`src/hw/rtl/srs_pkg.sv`:
```
// Shared types, widths and constants for the systematic resampler.
// Depends on nothing; every other file in hw/rtl imports this package.
package srs_pkg;

    localparam int PARTICLES   = 64;
    localparam int WEIGHT_BITS = 16;
    localparam int OFFSET_BITS = 10;
    localparam int SOURCE_BITS = 6;

    localparam int IDX_W  = $clog2(PARTICLES);
    localparam int CNT_W  = $clog2(PARTICLES + 1);
    localparam int SUM_W  = WEIGHT_BITS + 1;
    localparam int SQ_W   = 2 * WEIGHT_BITS + 1;
    localparam int PROD_W = SQ_W + CNT_W + 2;

    localparam int PT_A  = CNT_W + OFFSET_BITS;
    localparam int PT_B  = IDX_W + WEIGHT_BITS;
    localparam int PT_W  = ((PT_A > PT_B) ? PT_A : PT_B) + 1;
    localparam int CUM_W = CNT_W + SUM_W;
    localparam int CMP_W = (PT_W > CUM_W) ? PT_W : CUM_W;

    localparam int QUEUE_DEPTH = 4;
    localparam int QPTR_W      = $clog2(QUEUE_DEPTH);
    localparam int QCNT_W      = $clog2(QUEUE_DEPTH + 1);

    localparam logic [SUM_W-1:0]  SUM_MAX    = '1;
    localparam logic [SQ_W-1:0]   SQ_MAX     = '1;
    localparam logic [PROD_W-1:0] SKIP_LIMIT = PROD_W'(5) << (2 * WEIGHT_BITS);

    typedef struct packed {
        logic [WEIGHT_BITS-1:0] weight;
        logic [OFFSET_BITS-1:0] start_offset;
        logic                   last;
    } item_t;

    typedef struct packed {
        logic [SOURCE_BITS-1:0] source_index;
        logic                   resampled;
        logic                   final_res;
    } result_t;

    typedef enum logic {
        CMD_WRITE,
        CMD_RUN
    } cmd_kind_t;

    // One command from the front to the back: either a store write or a run.
    typedef struct packed {
        cmd_kind_t              kind;
        logic [IDX_W-1:0]       idx;
        logic [SUM_W-1:0]       value;
        logic [CNT_W-1:0]       count;
        logic [OFFSET_BITS-1:0] offset;
        logic                   skip;
    } cmd_t;

    typedef enum logic {
        BK_IDLE,
        BK_WALK
    } back_state_t;

endpackage

```
`src/hw/rtl/systematic_resampler_core.sv`:
```
// Top level of the systematic resampler: front end, command queue, back end.
// Depends on srs_pkg, srs_front, srs_queue and srs_back.
//
// Usage. Weights of one particle set arrive on the item channel (valid/ready),
// one normalized Q0.16 weight per word, the final one marked by last, which
// also carries the random start offset. Results leave on the result channel
// (valid/ready). A set whose effective particle count is above 0.8 n gives a
// single word with resampled low and final_res high. Otherwise n words come
// out, one source index per new particle, the last one with final_res high.
// Weights past the 64th of a set are ignored, but last still closes the set.
//
// Timing. The front end accepts a weight and squares it, then folds the square
// into the sum of squares and queues a store write; it takes no new weight
// until that write is queued. The closing weight is then followed by the skip
// decision and the run command. The back end walks the cumulative-sum store at
// one step per cycle unless a stalled receiver holds back an index, either
// moving to the next entry or giving an index. The queue lets the next set
// load while the walk drains a stalled receiver; when the queue fills,
// item_ready drops. After reset all sums are zero and both sides are empty;
// the store needs no clearing since a walk only reads entries written for its
// own set.
module systematic_resampler_core
    import srs_pkg::*;
(
    input  logic    clk,
    input  logic    rst_n,
    input  logic    item_valid,
    output logic    item_ready,
    input  item_t   item,
    output logic    result_valid,
    input  logic    result_ready,
    output result_t result
);

    logic push_valid;
    logic push_ready;
    cmd_t push_cmd;
    logic head_valid;
    logic head_ready;
    cmd_t head;

    srs_front u_front (
        .clk        (clk),
        .rst_n      (rst_n),
        .item_valid (item_valid),
        .item_ready (item_ready),
        .item       (item),
        .push_valid (push_valid),
        .push_ready (push_ready),
        .push_cmd   (push_cmd)
    );

    srs_queue u_queue (
        .clk        (clk),
        .rst_n      (rst_n),
        .push_valid (push_valid),
        .push_ready (push_ready),
        .push_cmd   (push_cmd),
        .head_valid (head_valid),
        .head_ready (head_ready),
        .head       (head)
    );

    srs_back u_back (
        .clk          (clk),
        .rst_n        (rst_n),
        .head_valid   (head_valid),
        .head_ready   (head_ready),
        .head         (head),
        .result_valid (result_valid),
        .result_ready (result_ready),
        .result       (result)
    );

    // A skipped set always reports index zero and closes the run.
    a_skip_word: assert property (@(posedge clk) disable iff (!rst_n)
        (result_valid && !result.resampled) |-> (result.final_res && result.source_index == '0))
        else $error("skipped-set result word is malformed");

    // A run command always covers at least one and at most PARTICLES weights.
    a_run_count: assert property (@(posedge clk) disable iff (!rst_n)
        (push_valid && push_cmd.kind == CMD_RUN) |->
            (push_cmd.count != '0 && push_cmd.count <= CNT_W'(PARTICLES)))
        else $error("run command with an impossible particle count");

    // The back end only takes a command that the queue actually holds.
    a_pop_valid: assert property (@(posedge clk) disable iff (!rst_n)
        head_ready |-> head_valid)
        else $error("back end consumed a command from an empty queue");

endmodule

```
`src/hw/rtl/srs_front.sv`:
```
// Front end of the resampler: accepts weights, keeps the running sums and
// decides skip or walk at the end of a set. Depends on srs_pkg.
module srs_front
    import srs_pkg::*;
(
    input  logic  clk,
    input  logic  rst_n,
    input  logic  item_valid,
    output logic  item_ready,
    input  item_t item,
    output logic  push_valid,
    input  logic  push_ready,
    output cmd_t  push_cmd
);

    logic [SUM_W-1:0]         sum_reg, sum_next;
    logic [SQ_W-1:0]          sq_sum_reg, sq_sum_next;
    logic [CNT_W-1:0]         count_reg, count_next;
    logic [2*WEIGHT_BITS-1:0] prod_reg, prod_next;
    logic                     pend_reg, pend_next;
    logic                     pend_last_reg, pend_last_next;
    logic                     pend_load_reg, pend_load_next;
    logic [IDX_W-1:0]         pend_idx_reg, pend_idx_next;
    logic [OFFSET_BITS-1:0]   pend_off_reg, pend_off_next;
    logic                     dec_reg, dec_next;

    logic                     accept;
    logic                     load;
    logic [SUM_W:0]           sum_wide;
    logic [SQ_W:0]            sq_wide;
    logic [PROD_W-1:0]        neff_prod;
    logic                     skip;
    logic                     pend_done;

    assign item_ready = !pend_reg && !dec_reg;
    assign accept     = item_valid && item_ready;
    assign load       = count_reg < CNT_W'(PARTICLES);
    assign sum_wide   = (SUM_W+1)'(sum_reg) + (SUM_W+1)'(item.weight);
    assign sq_wide    = (SQ_W+1)'(sq_sum_reg) + (SQ_W+1)'(prod_reg);

    // Neff above 0.8n is the same as sumsq * 4n below five in Q0.(2W).
    assign neff_prod = PROD_W'(sq_sum_reg) * PROD_W'({count_reg, 2'b00});
    assign skip      = (sq_sum_reg == '0) || (neff_prod < SKIP_LIMIT);

    assign pend_done  = pend_reg && (!pend_load_reg || push_ready);
    assign push_valid = (pend_reg && pend_load_reg) || dec_reg;

    always_comb
    begin
        push_cmd        = '0;
        push_cmd.kind   = dec_reg ? CMD_RUN : CMD_WRITE;
        push_cmd.idx    = pend_idx_reg;
        push_cmd.value  = sum_reg;
        push_cmd.count  = count_reg;
        push_cmd.offset = pend_off_reg;
        push_cmd.skip   = skip;
    end

    always_comb
    begin
        sum_next       = sum_reg;
        sq_sum_next    = sq_sum_reg;
        count_next     = count_reg;
        prod_next      = prod_reg;
        pend_next      = pend_reg;
        pend_last_next = pend_last_reg;
        pend_load_next = pend_load_reg;
        pend_idx_next  = pend_idx_reg;
        pend_off_next  = pend_off_reg;
        dec_next       = dec_reg;

        if (accept)
        begin
            pend_next      = 1'b1;
            pend_last_next = item.last;
            pend_load_next = load;
            pend_off_next  = item.start_offset;
            pend_idx_next  = count_reg[IDX_W-1:0];
            prod_next      = (2*WEIGHT_BITS)'(item.weight) * (2*WEIGHT_BITS)'(item.weight);
            if (load)
            begin
                sum_next   = (sum_wide > (SUM_W+1)'(SUM_MAX)) ? SUM_MAX : sum_wide[SUM_W-1:0];
                count_next = count_reg + CNT_W'(1);
            end
        end

        if (pend_done)
        begin
            pend_next = 1'b0;
            if (pend_load_reg)
            begin
                sq_sum_next = (sq_wide > (SQ_W+1)'(SQ_MAX)) ? SQ_MAX : sq_wide[SQ_W-1:0];
            end
            if (pend_last_reg)
            begin
                dec_next = 1'b1;
            end
        end

        if (dec_reg && push_ready)
        begin
            dec_next    = 1'b0;
            sum_next    = '0;
            sq_sum_next = '0;
            count_next  = '0;
        end
    end

    always_ff @(posedge clk or negedge rst_n)
    begin
        if (!rst_n)
        begin
            sum_reg    <= '0;
            sq_sum_reg <= '0;
            count_reg  <= '0;
            pend_reg   <= 1'b0;
            dec_reg    <= 1'b0;
        end
        else
        begin
            sum_reg    <= sum_next;
            sq_sum_reg <= sq_sum_next;
            count_reg  <= count_next;
            pend_reg   <= pend_next;
            dec_reg    <= dec_next;
        end
    end

    always_ff @(posedge clk)
    begin
        prod_reg      <= prod_next;
        pend_last_reg <= pend_last_next;
        pend_load_reg <= pend_load_next;
        pend_idx_reg  <= pend_idx_next;
        pend_off_reg  <= pend_off_next;
    end

endmodule

```
`src/hw/rtl/srs_queue.sv`:
```
// Short command queue between the resampler front and back.
// Depends on srs_pkg for the command type and depth.
module srs_queue
    import srs_pkg::*;
(
    input  logic clk,
    input  logic rst_n,
    input  logic push_valid,
    output logic push_ready,
    input  cmd_t push_cmd,
    output logic head_valid,
    input  logic head_ready,
    output cmd_t head
);

    cmd_t              entry_reg [QUEUE_DEPTH];
    logic [QPTR_W-1:0] wr_ptr_reg, wr_ptr_next;
    logic [QPTR_W-1:0] rd_ptr_reg, rd_ptr_next;
    logic [QCNT_W-1:0] fill_reg, fill_next;
    logic              do_push;
    logic              do_pop;

    assign push_ready = fill_reg != QCNT_W'(QUEUE_DEPTH);
    assign head_valid = fill_reg != '0;
    assign head       = entry_reg[rd_ptr_reg];
    assign do_push    = push_valid && push_ready;
    assign do_pop     = head_valid && head_ready;

    always_comb
    begin
        wr_ptr_next = wr_ptr_reg;
        rd_ptr_next = rd_ptr_reg;
        fill_next   = fill_reg;
        if (do_push)
        begin
            wr_ptr_next = (wr_ptr_reg == QPTR_W'(QUEUE_DEPTH - 1)) ? '0 : wr_ptr_reg + QPTR_W'(1);
        end
        if (do_pop)
        begin
            rd_ptr_next = (rd_ptr_reg == QPTR_W'(QUEUE_DEPTH - 1)) ? '0 : rd_ptr_reg + QPTR_W'(1);
        end
        if (do_push && !do_pop)
        begin
            fill_next = fill_reg + QCNT_W'(1);
        end
        else if (do_pop && !do_push)
        begin
            fill_next = fill_reg - QCNT_W'(1);
        end
    end

    always_ff @(posedge clk or negedge rst_n)
    begin
        if (!rst_n)
        begin
            wr_ptr_reg <= '0;
            rd_ptr_reg <= '0;
            fill_reg   <= '0;
        end
        else
        begin
            wr_ptr_reg <= wr_ptr_next;
            rd_ptr_reg <= rd_ptr_next;
            fill_reg   <= fill_next;
        end
    end

    always_ff @(posedge clk)
    begin
        if (do_push)
        begin
            entry_reg[wr_ptr_reg] <= push_cmd;
        end
    end

endmodule

```
`src/hw/rtl/srs_back.sv`:
```
// Back end of the resampler: owns the cumulative-sum store and walks it.
// Depends on srs_pkg.
module srs_back
    import srs_pkg::*;
(
    input  logic    clk,
    input  logic    rst_n,
    input  logic    head_valid,
    output logic    head_ready,
    input  cmd_t    head,
    output logic    result_valid,
    input  logic    result_ready,
    output result_t result
);

    logic [SUM_W-1:0] store_mem [PARTICLES];
    logic [SUM_W-1:0] rd_data_reg;
    logic [IDX_W-1:0] rd_addr;

    back_state_t      state_reg, state_next;
    logic [CNT_W-1:0] n_reg, n_next;
    logic [CMP_W-1:0] point_reg, point_next;
    logic [IDX_W-1:0] i_reg, i_next;
    logic [CNT_W-1:0] j_reg, j_next;
    logic             out_valid_reg;
    result_t          out_reg;

    logic             out_free;
    logic             mem_we;
    logic             emit;
    result_t          emit_data;
    logic             advance;
    logic             last_point;
    logic [CMP_W-1:0] cum_scaled;

    assign out_free     = !out_valid_reg || result_ready;
    assign result_valid = out_valid_reg;
    assign result       = out_reg;

    assign cum_scaled = CMP_W'(n_reg) * CMP_W'(rd_data_reg);
    assign advance    = (CNT_W'(i_reg) + CNT_W'(1) < n_reg) && (point_reg > cum_scaled);
    assign last_point = (j_reg + CNT_W'(1)) == n_reg;

    always_comb
    begin
        state_next = state_reg;
        unique case (state_reg)
            BK_IDLE:
            begin
                if (head_valid && head.kind == CMD_RUN && !head.skip)
                begin
                    state_next = BK_WALK;
                end
            end
            BK_WALK:
            begin
                if (!advance && out_free && last_point)
                begin
                    state_next = BK_IDLE;
                end
            end
            default:
            begin
                state_next = BK_IDLE;
            end
        endcase
    end

    always_comb
    begin
        head_ready = 1'b0;
        mem_we     = 1'b0;
        emit       = 1'b0;
        emit_data  = '0;
        rd_addr    = '0;
        n_next     = n_reg;
        point_next = point_reg;
        i_next     = i_reg;
        j_next     = j_reg;
        unique case (state_reg)
            BK_IDLE:
            begin
                if (head_valid)
                begin
                    unique case (head.kind)
                        CMD_WRITE:
                        begin
                            head_ready = 1'b1;
                            mem_we     = 1'b1;
                        end
                        CMD_RUN:
                        begin
                            if (head.skip)
                            begin
                                head_ready          = out_free;
                                emit                = out_free;
                                emit_data.final_res = 1'b1;
                            end
                            else
                            begin
                                head_ready = 1'b1;
                                n_next     = head.count;
                                point_next = CMP_W'(head.count) * CMP_W'(head.offset);
                                i_next     = '0;
                                j_next     = '0;
                            end
                        end
                        default:
                        begin
                            head_ready = 1'b0;
                        end
                    endcase
                end
            end
            BK_WALK:
            begin
                rd_addr = i_reg;
                if (advance)
                begin
                    i_next  = i_reg + IDX_W'(1);
                    rd_addr = i_reg + IDX_W'(1);
                end
                else if (out_free)
                begin
                    emit                   = 1'b1;
                    emit_data.source_index = SOURCE_BITS'(i_reg);
                    emit_data.resampled    = 1'b1;
                    emit_data.final_res    = last_point;
                    j_next                 = j_reg + CNT_W'(1);
                    point_next             = point_reg + (CMP_W'(1) << WEIGHT_BITS);
                end
            end
            default:
            begin
                head_ready = 1'b0;
            end
        endcase
    end

    always_ff @(posedge clk or negedge rst_n)
    begin
        if (!rst_n)
        begin
            state_reg     <= BK_IDLE;
            out_valid_reg <= 1'b0;
        end
        else
        begin
            state_reg <= state_next;
            if (emit)
            begin
                out_valid_reg <= 1'b1;
            end
            else if (result_ready)
            begin
                out_valid_reg <= 1'b0;
            end
        end
    end

    always_ff @(posedge clk)
    begin
        n_reg     <= n_next;
        point_reg <= point_next;
        i_reg     <= i_next;
        j_reg     <= j_next;
        if (emit)
        begin
            out_reg <= emit_data;
        end
    end

    always_ff @(posedge clk)
    begin
        if (mem_we)
        begin
            store_mem[head.idx] <= head.value;
        end
        rd_data_reg <= store_mem[rd_addr];
    end

endmodule
```
`config.mk`:
```
export PLATFORM = sky130hd
export DESIGN_NAME = systematic_resampler_core
export DESIGN_NICKNAME = d
export VERILOG_FILES = /design/src/hw/rtl/srs_pkg.sv /design/src/hw/rtl/systematic_resampler_core.sv /design/src/hw/rtl/srs_front.sv /design/src/hw/rtl/srs_queue.sv /design/src/hw/rtl/srs_back.sv
export SDC_FILE = /design/constraint.sdc
export NUM_CORES = 2
export LEC_CHECK = 0
export ABC_CLOCK_PERIOD_IN_PS = 11350
export BUFFER_PORTS_ARGS = -buffer_cell sky130_fd_sc_hd__clkbuf_2
export CAP_MARGIN = 20
export CORE_MARGIN = 2
export CORE_UTILIZATION = 61
export DETAILED_ROUTE_END_ITERATION = 8
export MAX_ROUTING_LAYER = met4
export PLACE_DENSITY = 0.84
export SLEW_MARGIN = 20
export SYNTH_ARGS = -nofsm -noshare
export SYNTH_HDL_FRONTEND = slang
export SYNTH_SLANG_ARGS = --single-unit
```
`constraint.sdc`:
```
create_clock -name clk -period 11.35 [get_ports clk]
set_input_delay 1.135 -clock clk [delete_from_list [all_inputs] [get_ports clk]]
set_output_delay 1.135 -clock clk [all_outputs]
set_load 0.02 [all_outputs]
```
After elaboration in Yosys (flattened, before gate mapping)
Memories as Yosys holds them, arrays and structs flattened. A register that Yosys moved wholly into a read port is not among the register bits.
Cells that the tools add are included.

storage, ports and cells
  register bits = 170
  memory bits (writable) = 1256
  bits of input ports = 31
  output and inout bits = 10
  memories = 2

memory list
  memory             depth  bits a word  rd ports  clocked after memory_dff  wr ports  RTL line         text
  u_back.store_mem   64     17           1         1                         1         srs_back.sv:16   logic [SUM_W-1:0] store_mem [PARTICLES];
  u_queue.entry_reg  4      42           1         0                         1         srs_queue.sv:16  cmd_t entry_reg [QUEUE_DEPTH];

operators by class
  add/subtract/negate cells = 11
  multiply operators = 4
  magnitude comparators = 6
  equal/unequal tests = 9
  mux-type cells = 67
  bitwise gates (word level) = 4
  reductions and logical operators = 44

operators by type and width
  kind                                                                     number
  33-bit 2-to-1 mux                                                        4
  24-bit 2-to-1 mux                                                        5
  17-bit 2-to-1 mux                                                        4
  7-bit 2-to-1 mux                                                         8
  24-bit one-hot mux with 2 select lines                                   1
  42-bit by 35-bit < comparator with 1-bit output (second input constant)  1
  33-bit by 7-bit multiplier with 40-bit output                            1
  33-bit by 32-bit adder with 34-bit output                                1
  34-bit by 33-bit > comparator with 1-bit output (second input constant)  1
  33-bit logical NOT                                                       1
  16-bit by 16-bit multiplier with 32-bit output                           1
  6-bit 2-to-1 mux                                                         5
  1-bit 2-to-1 mux                                                         29
  24-bit by 17-bit adder with 24-bit output (second input constant)        1
  24-bit > comparator                                                      1
  7-bit by 17-bit multiplier with 24-bit output                            1
  17-bit by 16-bit adder with 18-bit output                                1
  18-bit by 17-bit > comparator with 1-bit output (second input constant)  1
  7-bit by 10-bit multiplier with 17-bit output                            1
  2-bit nonzero test                                                       8
  7-bit by 1-bit adder with 7-bit output (second input constant)           2
  1-bit logical AND                                                        14
  7-bit one-hot mux with 2 select lines                                    1
  6-bit one-hot mux with 2 select lines                                    1
  25 further kinds                                                         51

Longest topological paths before layout
  depth after elaboration = 10
  depth in mapped cells = 38
  gate-level depth less buffers = 33

Modules after synthesis
A second synthesis with hierarchy kept.

unflattened totals
  cell total of the unflattened synthesis = 6274
  area, all modules = 78220.0 um2

modules (own cells, without submodules)
  module     instances  cells each  area an instance (um2)  seq. area each (um2)
  srs_back   1          3858        51966.1                 34623.2
  srs_front  1          2160        19762.7                 2947.8
  srs_queue  1          256         6491.2                  5220.0

Least setup slack after synthesis
No wires, ideal clock.

  kind = register -> register
  start point = reg u_back.n_reg[1]
  end point = reg u_back.rd_data_reg[12], read port of u_back.store_mem
  setup time = 0.123 ns
  data arrival time = 7.803 ns
  data required time = 11.227 ns
  path slack = 3.424 ns
  cell stages (with the launch flop) = 37
  clock period less this slack = 7.926 ns
  path through = edfxtp_1 clkbuf_1 clkbuf_1 and2_1 fa_1 inv_1 fa_1 inv_1 fa_1 inv_1 fa_1 inv_1 ha_1 o21ai_0 nand2b_1 a31o_2 a221o_1 nand2_1 a21oi_1 a311oi_1 o21ai_0 and4b_1 ha_1 nand4_2 nor4_4 nand2_2 o211a_4 or4_1 and2_4 buf_6 buf_6 buf_4 mux2i_1 o22ai_1 a211o_1 a311oi_1 nor3_1

between the ends
  longest elaborated chain between the ends = 5
  elaborated cells on any way between the ends = 6
  those cells by class = mul (1); order compare (2); mux (2); reduce/logical (1)

RTL lines
  item                                           RTL line         text
  start, declared                                srs_back.sv:21   logic [CNT_W-1:0] n_reg, n_next;
  start signal, assigned                         srs_back.sv:163  n_reg <= n_next;
  7-bit by 17-bit multiplier with 24-bit output  srs_back.sv:40   assign cum_scaled = CMP_W'(n_reg) * CMP_W'(rd_data_reg);
  24-bit > comparator                            srs_back.sv:41   assign advance = (CNT_W'(i_reg) + CNT_W'(1) < n_reg) && (point_reg > cum_scaled);
  1-bit logical AND *                            srs_back.sv:41
  6-bit 2-to-1 mux *                             --
  6-bit 2-to-1 mux *                             srs_back.sv:80   unique case (state_reg)
  end, declared                                  srs_back.sv:17   logic [SUM_W-1:0] rd_data_reg;

Mark *: on every way between the ends. The rest lies on a longest branch, timed or not.
A chain may end at the register's enable or synchronous reset.

Worst setup path after layout
  start point = reg u_back.n_reg[1]
  end point = reg u_back.rd_data_reg[6], read port of u_back.store_mem

Same word-level chain as after synthesis.

==> impl_metrics.toml <==
[sta]
fin_crit_sh = 0.898
timing.hold.ws_ps = 182
setup_ws_ps = 1160
fin_crit_ps = 10190
drv_slew = 0
rsz0062_at_grt = "false"
clock.fmax_ghz = 0.0982
finalHoldViolCount = 0
tightest_slew_ps = 1240
finalSetupViolations = 0
slew_headroom = 0.167
fin_setup_tns_ps = 0
skew_ps = 38.5

[cells_and_area]
largest_reg_flops = 1088
layout-drive-gt1-share = 0.0818
final_cell_mix = "edfxtp_1 (1357), nand2_1 (923), inv_1 (551)"
n_fill_cell = 8238
multi_input_comb_area_um2 = 31400
final_nets = 6996
final_core_util = 0.672
seq_area_um2 = 42800
synthToLayoutAreaGrowth_pct = 9.07
layout_commonest_cell = "edfxtp_1"

[floorplan]
coreArea_um2 = 126000
die-area_um2 = 130000
io_pins = 41
std_cell_rows = 130
fp.dieH_um = 361
fp.dieW_um = 361
initial_core_util = 0.616

[cts]
cts-root-buf = "clkbuf_16"
cts.clk_slew.worst_paths_ps = 60
cts-resized-gates = 0
ctsHoldBuffers = 0
clkLatencyLatePin_ps = 790
clockBufferDepth = 3
cts_buffers = 142
postCtsSetupBuffers = 0
cts_max_level = 4
cts_tree = "done"
clkSinkCount = 1442

[route]
drt_first_pass_iters = 8
drtIter0Drc = 7017
vias_per_cell = 6.41
route.vias.total = 51100
drc = 0
routed_wl_um = 196000
drtAntennaViolNets = 0
wl_per_cell_um = 24.5

[worst_setup_path]
max_stage_delay_ps = 780
startpoint = "u_back.n_reg[1]"
crit_arrival_ps = 10810
reg2reg_from = "u_back.n_reg[1]"
crit_path_end_kind = "flop"
cp-start-kind = "flop"
crit_fanout = 36
path_class = "flop to flop"
crit_required_ps = 11970
crit_slowest_cell = "a311oi_1"

[yosys]
syn_area_um2 = 77600
synth_warnings = 0
synth_top_family_by_area = "adder cells"
syn-num-nets = 6965
yosysUniqueCellTypes = 80
syn_inst = 6182
yosysSeqAreaShare = 0.552
yosys.area_share.simple = 0.0999
synth_edf_count = 1357
synth-seq-cells = 1442
synth-compound-area-share = 0.0832
async_flop_share = 0.0472
synth_ff_type = "edfxtp_1"
synthAdderAreaFrac = 0.163
syn_avg_cell_area_um2 = 12.5
muxShareOfSynthArea = 0.0417
synthXorXnorAreaFrac = 0.0161

[placement]
dp_slack_ps = 1420
portBuffers = 40
place_hpwl_um = 122000
place.gp.congestion = 0.937

[grt]
antenna_found_initial = 5
grt_pass1_vias = 52600
grt_max_degree = 112
grt_remaining_overflow = 0
grt_pass1_wl_um = 301000
grt_usage = 0.312

[run_status]
status = "finished, final reports clean"

[flow_run]
maxCapViolations = 0

[hold_path]
min_path_type = "input pin to async pin"
==> path summary, 6_finish.rpt <==
| kind | end | slack (ps) | cells past startpoint |
|---|---|---|---|
| max | u_back.rd_data_reg[6] | 1160 | 33 |
| min reg2reg | u_queue.entry_reg[1][4] | 490 | 0 |
| min in group clk | u_queue.entry_reg[1][4] | 490 | 0 |
| max in group asynchronous | u_front.count_reg[3] | 10100 | 2 |
| max reg2reg | u_back.rd_data_reg[6] | 1160 | 33 |
| min | u_front.sq_sum_reg[29] | 180 | 1 |
==> per-layer routing <==
metal,vias up,wire [um],track usage
li1,22000,-,-
met1,25200,69200,0.384
met2,3299,93900,0.496
met3,691,21000,0.0583
met4,0,11700,0.160
met5,-,0,-
==> synth_stat cells (all sizes together), types with 4 or more instances <==
master	n	area share
edfxtp	1357	0.53
nand2	926	0.045
inv	554	0.027
fa	432	0.11
a21oi	325	0.021
ha	320	0.052
and2	230	0.019
mux2i	222	0.029
nor2	191	0.0092
clkbuf	190	0.0092
a211oi	144	0.014
buf	126	0.0083
o21ai	116	0.0075
o22ai	103	0.0083
xnor2	89	0.010
nand3	86	0.0055
and3	85	0.0069
dfrtp	68	0.022
nor3	68	0.0044
a21o	60	0.0058
xor2	54	0.0061
a31oi	50	0.0040
mux4	42	0.012
a211o	41	0.0046
a311oi	36	0.0041
nor4	30	0.0026
nor2b	19	0.0015
a22o	18	0.0020
dfxtp	17	0.0044
nand2b	17	0.0014
a221o	16	0.0021
or3	16	0.0013
o21a	12	0.0012
or2	12	0.00097
nand4	11	0.00097
o21bai	11	0.0011
a31o	10	0.0011
o211ai	8	0.00084
mux2	6	0.00087
o2111ai	6	0.00068
o41ai	6	0.00068
a2111oi	4	0.00045
nand3b	4	0.00039
o31ai	4	0.00045
or4	4	0.00039
==> stage by stage <==
stage / std cells / area [um2]
floorplan: 6182 / 77600
global placement: 7719 / 80000
detailed placement: 7719 / 80000
CTS: 7980 / 84600
global route: 7982 / 84600
finish: 7984 / 84600
==> worst max-delay path, delay by kind of cell (launching register included) <==
kind / cells / cell delay [ps]
fa+ha+maj: 6 / 2630
buf+inv: 6 / 930
flops: 1 / 650
simple gates: 10 / 2410
compound gates: 10 / 2910
mux: 1 / 450
==> cell type report <==
cell class / instances / share of cell area
diodes: 4 / 0.000118
clock buffers: 190 / 0.0460
clock inverters: 71 / 0.00864
inverters: 554 / 0.0247
multi-input cells: 3870 / 0.371
flip-flops and latches: 1442 / 0.506
well taps: 1650 / 0.0244
repair buffers: 203 / 0.0191
==> logic make-up (layout without fill, tap and decap cells) <==
kind of cell	Yosys count	in the layout
DFF	1442	1442
muxes	270	270
adders and majority gates	752	752
other	0	4
buffers and inverters	870	1018
xor gates and xnor gates	143	143
and+or+nand+nor	1707	1707
AOI/OAI and AO/OA	998	998
Power is not shown: default switching activity piles up to over one toggle a cycle in this logic, so the estimate is an artifact.
